[config.mk]
export PLATFORM = sky130hd
export DESIGN_NAME = rbc_cell
export DESIGN_NICKNAME = d
export VERILOG_FILES = /design/src/hdl/rotor_byte_cipher_unit_defines.svh /design/src/hdl/rbc_pkg.sv /design/src/hdl/rbc_cell.sv
export SDC_FILE = /design/constraint.sdc
export NUM_CORES = 2
export LEC_CHECK = 0
export BUFFER_PORTS_ARGS = -buffer_cell sky130_fd_sc_hd__buf_2
export CAP_MARGIN = 20
export CORE_MARGIN = 1.5
export CORE_UTILIZATION = 55
export DETAILED_ROUTE_END_ITERATION = 12
export HOLD_SLACK_MARGIN = 0.03
export PLACE_DENSITY_LB_ADDON = 0.15
export SYNTH_ARGS = -nofsm -noshare
export SYNTH_HDL_FRONTEND = slang
export SYNTH_SLANG_ARGS = --single-unit
export TNS_END_PERCENT = 1
[constraint.sdc]
create_clock -name clk -period 10.1 [get_ports clk]
set_input_delay 2.02 -clock clk [delete_from_list [all_inputs] [get_ports clk]]
set_output_delay 2.02 -clock clk [all_outputs]
set_load 0.02 [all_outputs]
[src/hdl/rotor_byte_cipher_unit_defines.svh]
// assertion helpers used by the cipher top module
`ifndef ROTOR_BYTE_CIPHER_UNIT_DEFINES_SVH
`define ROTOR_BYTE_CIPHER_UNIT_DEFINES_SVH

// property checked on every rising clk edge outside reset
`define RBC_ASSERT(lbl, prop, msg) \
    lbl: assert property (@(posedge clk) disable iff (!rst_n) (prop)) else $error(msg);

// condition that must never be seen outside reset
`define RBC_NEVER(lbl, cond, msg) \
    lbl: assert property (@(posedge clk) disable iff (!rst_n) !(cond)) else $error(msg);

`endif

[src/hdl/rbc_pkg.sv]
package rbc_pkg;

    localparam int WHEELS_DEFAULT = 16;

    localparam logic [2:0] CMD_LOAD_WHEEL = 3'd0;
    localparam logic [2:0] CMD_LOAD_PLUG  = 3'd1;
    localparam logic [2:0] CMD_LOAD_REFL  = 3'd2;
    localparam logic [2:0] CMD_ZERO_POS   = 3'd3;
    localparam logic [2:0] CMD_CIPHER     = 3'd4;

    typedef enum logic {
        ST_IDLE,
        ST_BUSY
    } state_t;

    // broadcast control from the top to every wheel cell
    typedef struct packed {
        logic       wheel_load;
        logic       zero_pos;
        logic [3:0] wheel_index;
        logic [7:0] table_position;
        logic [7:0] table_value;
    } rbc_ctl_t;

    // byte moving between neighboring cells
    typedef struct packed {
        logic       valid;
        logic [7:0] data;
        logic       carry;
    } rbc_tok_t;

endpackage

[src/hdl/rbc_cell.sv]
module rbc_cell #(
    parameter int IDX    = 0,
    parameter int WHEELS = 16,
    parameter int NW     = 5
) (
    input  logic              clk,
    input  logic              rst_n,
    input  rbc_pkg::rbc_ctl_t ctl,
    input  logic [NW-1:0]     active_count,
    input  rbc_pkg::rbc_tok_t fwd_in,
    output rbc_pkg::rbc_tok_t fwd_out,
    input  rbc_pkg::rbc_tok_t bwd_in,
    output rbc_pkg::rbc_tok_t bwd_out
);
    import rbc_pkg::*;

    logic [7:0] fwd_mem [256];
    logic [7:0] inv_mem [256];

    logic [7:0] pos_reg;
    logic [7:0] pos_next;
    logic       fw_v_reg;
    logic [7:0] fw_rd_reg;
    logic [7:0] fw_byp_reg;
    logic       bw_v_reg;
    logic       bw_c_reg;
    logic [7:0] bw_rd_reg;
    logic [7:0] bw_byp_reg;
    logic [7:0] bw_pos_reg;

    logic       active;
    logic       sel;
    logic [7:0] fw_addr;
    logic [7:0] bw_addr;
    logic       carry_out;

    assign active  = (IDX < int'(active_count));
    assign sel     = ctl.wheel_load && (int'(ctl.wheel_index) == IDX);
    assign fw_addr = fwd_in.data + pos_reg;
    assign bw_addr = bwd_in.data + pos_reg;

    // inactive cells just forward the carry toward wheel 0
    assign carry_out = active ? (bwd_in.carry && (pos_reg == 8'hFF)) : bwd_in.carry;

    always_comb
    begin
        pos_next = pos_reg;
        if (ctl.zero_pos)
        begin
            pos_next = 8'd0;
        end
        else if (bwd_in.valid && active && bwd_in.carry)
        begin
            pos_next = pos_reg + 8'd1;
        end
    end

    always_ff @(posedge clk or negedge rst_n)
    begin
        if (!rst_n)
        begin
            pos_reg  <= 8'd0;
            fw_v_reg <= 1'b0;
            bw_v_reg <= 1'b0;
            bw_c_reg <= 1'b0;
        end
        else
        begin
            pos_reg  <= pos_next;
            fw_v_reg <= fwd_in.valid;
            bw_v_reg <= bwd_in.valid;
            bw_c_reg <= bwd_in.valid && carry_out;
        end
    end

    always_ff @(posedge clk)
    begin
        if (sel)
        begin
            fwd_mem[ctl.table_position] <= ctl.table_value;
            inv_mem[ctl.table_value]    <= ctl.table_position;
        end
        if (fwd_in.valid)
        begin
            fw_rd_reg  <= fwd_mem[fw_addr];
            fw_byp_reg <= fwd_in.data;
        end
        if (bwd_in.valid)
        begin
            bw_rd_reg  <= inv_mem[bw_addr];
            bw_byp_reg <= bwd_in.data;
            bw_pos_reg <= pos_reg;
        end
    end

    // position is stable between the forward read and its subtract
    assign fwd_out.valid = fw_v_reg;
    assign fwd_out.data  = active ? (fw_rd_reg - pos_reg) : fw_byp_reg;
    assign fwd_out.carry = 1'b0;

    assign bwd_out.valid = bw_v_reg;
    assign bwd_out.data  = active ? (bw_rd_reg - bw_pos_reg) : bw_byp_reg;
    assign bwd_out.carry = bw_c_reg;

endmodule

==> results_dict.tcl <==
set metrics [dict create \
    cts.root.buffer_cell "clkbuf_16" \
    ys_warn_count 0 \
    synth_compound_gate_area_share_pct 1.235 \
    netlist_area_mm2 0.1622 \
    htree_num_levels 5 \
    ys_types 72 \
    maxSlewHeadroom_pct 18.07 \
    initial_core_util_pct 55.25 \
    rsz0062_at_grt "false" \
    internal_power_uw 29200 \
    drv_cap 0 \
    drc 0 \
    top_regs "fwd_mem: 2048 flops, inv_mem: 2048 flops" \
    clock_latency_ps 950 \
    p_switching_uw 8581 \
    via_per_inst 6.438 \
    die_w_um 546.1 \
    seqPwrFrac_pct 50.2 \
    area_growth_pct 11.51 \
    synthMuxAreaShare_pct 15.61 \
    holdBufCountCts 0 \
    setup_viol 0 \
    grt_antenna_before_repair 17 \
    portBuffers 66 \
    hold_class "reg2reg" \
    dpl.hpwl_mm 230.6 \
    cts.path.max_buffers 4 \
    synth_area_leaders "edfxtp_1, mux4_2, nand2_1" \
    path_cells "inv_1 -> ha_1 -> nor2b_1 -> o21ai_0 -> a21oi_1 -> o21ai_0 -> a21boi_0 -> o21a_1 -> o21a_1 -> o31ai_1 -> buf_2" \
    finalMaxSlewViolations 0 \
    synth_fa_ha_area_share_pct 0.2731 \
    final_cell_mix "edfxtp_1, mux4_2, nand2_1" \
    numCtsBuffers 410 \
    setup.worst_path.start_class "flip-flop" \
    drt-pass1-iter-count 6 \
    crit_path_end_kind "output pin" \
    synth_top_cell_area_share_pct 76.57 \
    core_mm2 0.2936 \
    fmax_mhz 160.0 \
    syn_inst 7891 \
    synth_xor_area_share_pct 0.2160 \
    cts_resized 0 \
    ir_drop_uv 141.1 \
    setup_tns_ps 0 \
    fin_skew_ps 37.41 \
    fin_nets 8159 \
    crit_family "compound AO/OA/AOI/OAI gates" \
    status "finished clean" \
    min_period_ps 6252 \
    drive_gt1_share_pct 23.91 \
    clkSinkCount 4147 \
    synth-simple-area-share_pct 4.501 \
    crit_type "reg2out" \
    seq_area_frac_synth_pct 76.74 \
    synth_edf_count 4136 \
    synth_fp_nets 7973 \
    die_h_um 546.1 \
    grt-ovfl-total 0 \
    grt_pass1_wl_mm 569.9 \
    yosys.area.top_type "edfxtp_1" \
    p_leak_uw 0.05617 \
    drt_iter0_drc 10120 \
    cp_slowest_cell "dfrtp_1" \
    rows 199 \
    netSwitchingFraction_pct 22.71 \
    routedWlPerCell_um 31.87 \
    place_congestion 0.8576 \
    ys.flop_type "edfxtp_1" \
    mostFrequentLayoutCell "edfxtp_1" \
    power_frac_comb_pct 9.3 \
    drtAntennaViolNets 0 \
    crit_required_ps 8080 \
    cp.arrival_ps 4230 \
    ys_seq_elements 4147 \
    grt_usage_pct 26.45 \
    synth_top_family_by_area "multiplexers" \
    die-area_mm2 0.2982 \
    syn_area_per_cell_um2 20.55 \
    final_util_pct 61.61 \
    hold_viol 0 \
    grt_pass1_vias 80590 \
    cts_setup_buffers 0 \
    critPathBufInv 2 \
    tightestPinTransition_ps 1229 \
    cts_tree "done" \
    vias 79470 \
    path_clk_slew_ps 70 \
    cellPowerDensity_mw_per_mm2 208.9 \
    slowest_delay_ps 700 \
    fin_crit_sh_pct 61.90 \
    ios 69 \
    ys_async_sr_fraction_pct 0.2653 \
    grt_start_max_net_pins 158 \
    power_frac_clock_pct 40.5 \
    crit_fanout 7 \
    totalWireLength_mm 393.4 \
]
cells in the mapped netlist, types with 29 or more instances:
cell type	n
buf_4	68
edfxtp_1	4136
nand3_1	357
nor2_1	593
inv_1	33
mux4_2	1104
clkbuf_1	224
ha_1	29
a21oi_1	62
a31oi_1	43
o21ai_0	47
nand2_1	694
buf_2	128
through the flow:
| step | total power, uW | setup WS [ps] | hold WS [ps] | std cells | instance area (um^2) |
|---|---|---|---|---|---|
| final | 37790 | 3848 | 687.8 | 12340 | 180900 |
| after CTS | 37990 | 3844 | 669.2 | 12330 | 180800 |
| after detailed placement | 22850 | 3146 | 666.8 | 11580 | 167300 |
| after global routing | 38800 | 3631 | 663.6 | 12340 | 180800 |
| after global placement | 22820 | 3237 | 662.2 | 11580 | 167200 |
| after floorplan | 21550 | 4983 | 423.1 | 7891 | 162200 |
worst paths after layout:
kind / startpoint / to / slack, ps / cells past startpoint
max: pos_reg[1]$_DFFE_PN0P_ / fwd_out[8] / 3850 / 11
min: pos_reg[4]$_DFFE_PN0P_ / bw_pos_reg[4]$_DFFE_PP_ / 690 / 1
max reg2reg: pos_reg[1]$_DFFE_PN0P_ / fw_rd_reg[6]$_DFFE_PP_ / 4260 / 9
min reg2reg: pos_reg[4]$_DFFE_PN0P_ / bw_pos_reg[4]$_DFFE_PP_ / 690 / 1
max in group asynchronous: rst_n / pos_reg[6]$_DFFE_PN0P_ / 8890 / 1
min in group asynchronous: rst_n / pos_reg[1]$_DFFE_PN0P_ / 960 / 1
cell families (layout without fill, tap and decap cells):
logic type / count (synthesis) / after routing
DFF: 4147 / 4147
AOI/OAI and AO/OA: 285 / 285
buffers and inverters: 488 / 1012
other: 1 / 10
muxes: 1147 / 1147
xor gates and xnor gates: 34 / 34
and+or+nand+nor: 1756 / 1756
adders and majority gates: 33 / 33
per-layer routing:
metal | global-route usage, % | vias up | part of all wire [%]
li1 | - | 32710 | -
met1 | 39.08 | 42260 | 40
met2 | 40.51 | 3867 | 47
met3 | 4.803 | 626 | 9.3
met4 | 8.707 | 6 | 3.5
met5 | 0 | - | 0.010
layout make-up:
cell class / instances / area [um^2]
antenna: 9 / 22.52
clock buffer: 476 / 10610
clock inverter: 274 / 2879
fill: 20120 / 112700
inverter: 33 / 123.9
multi-input combinational: 3256 / 35750
sequential: 4147 / 124500
tap: 3919 / 4903
timing repair buffer: 229 / 2101
power groups by stage:
stage,sequential [uW],clock (uW),combinational (uW)
after floorplan,19300,0,2220
after global placement,19300,0,3490
after detailed placement,19300,0,3520
after CTS,19000,15500,3530
after global routing,19000,16100,3700
final,19000,15300,3500
Power figures use the tool's default switching activity.
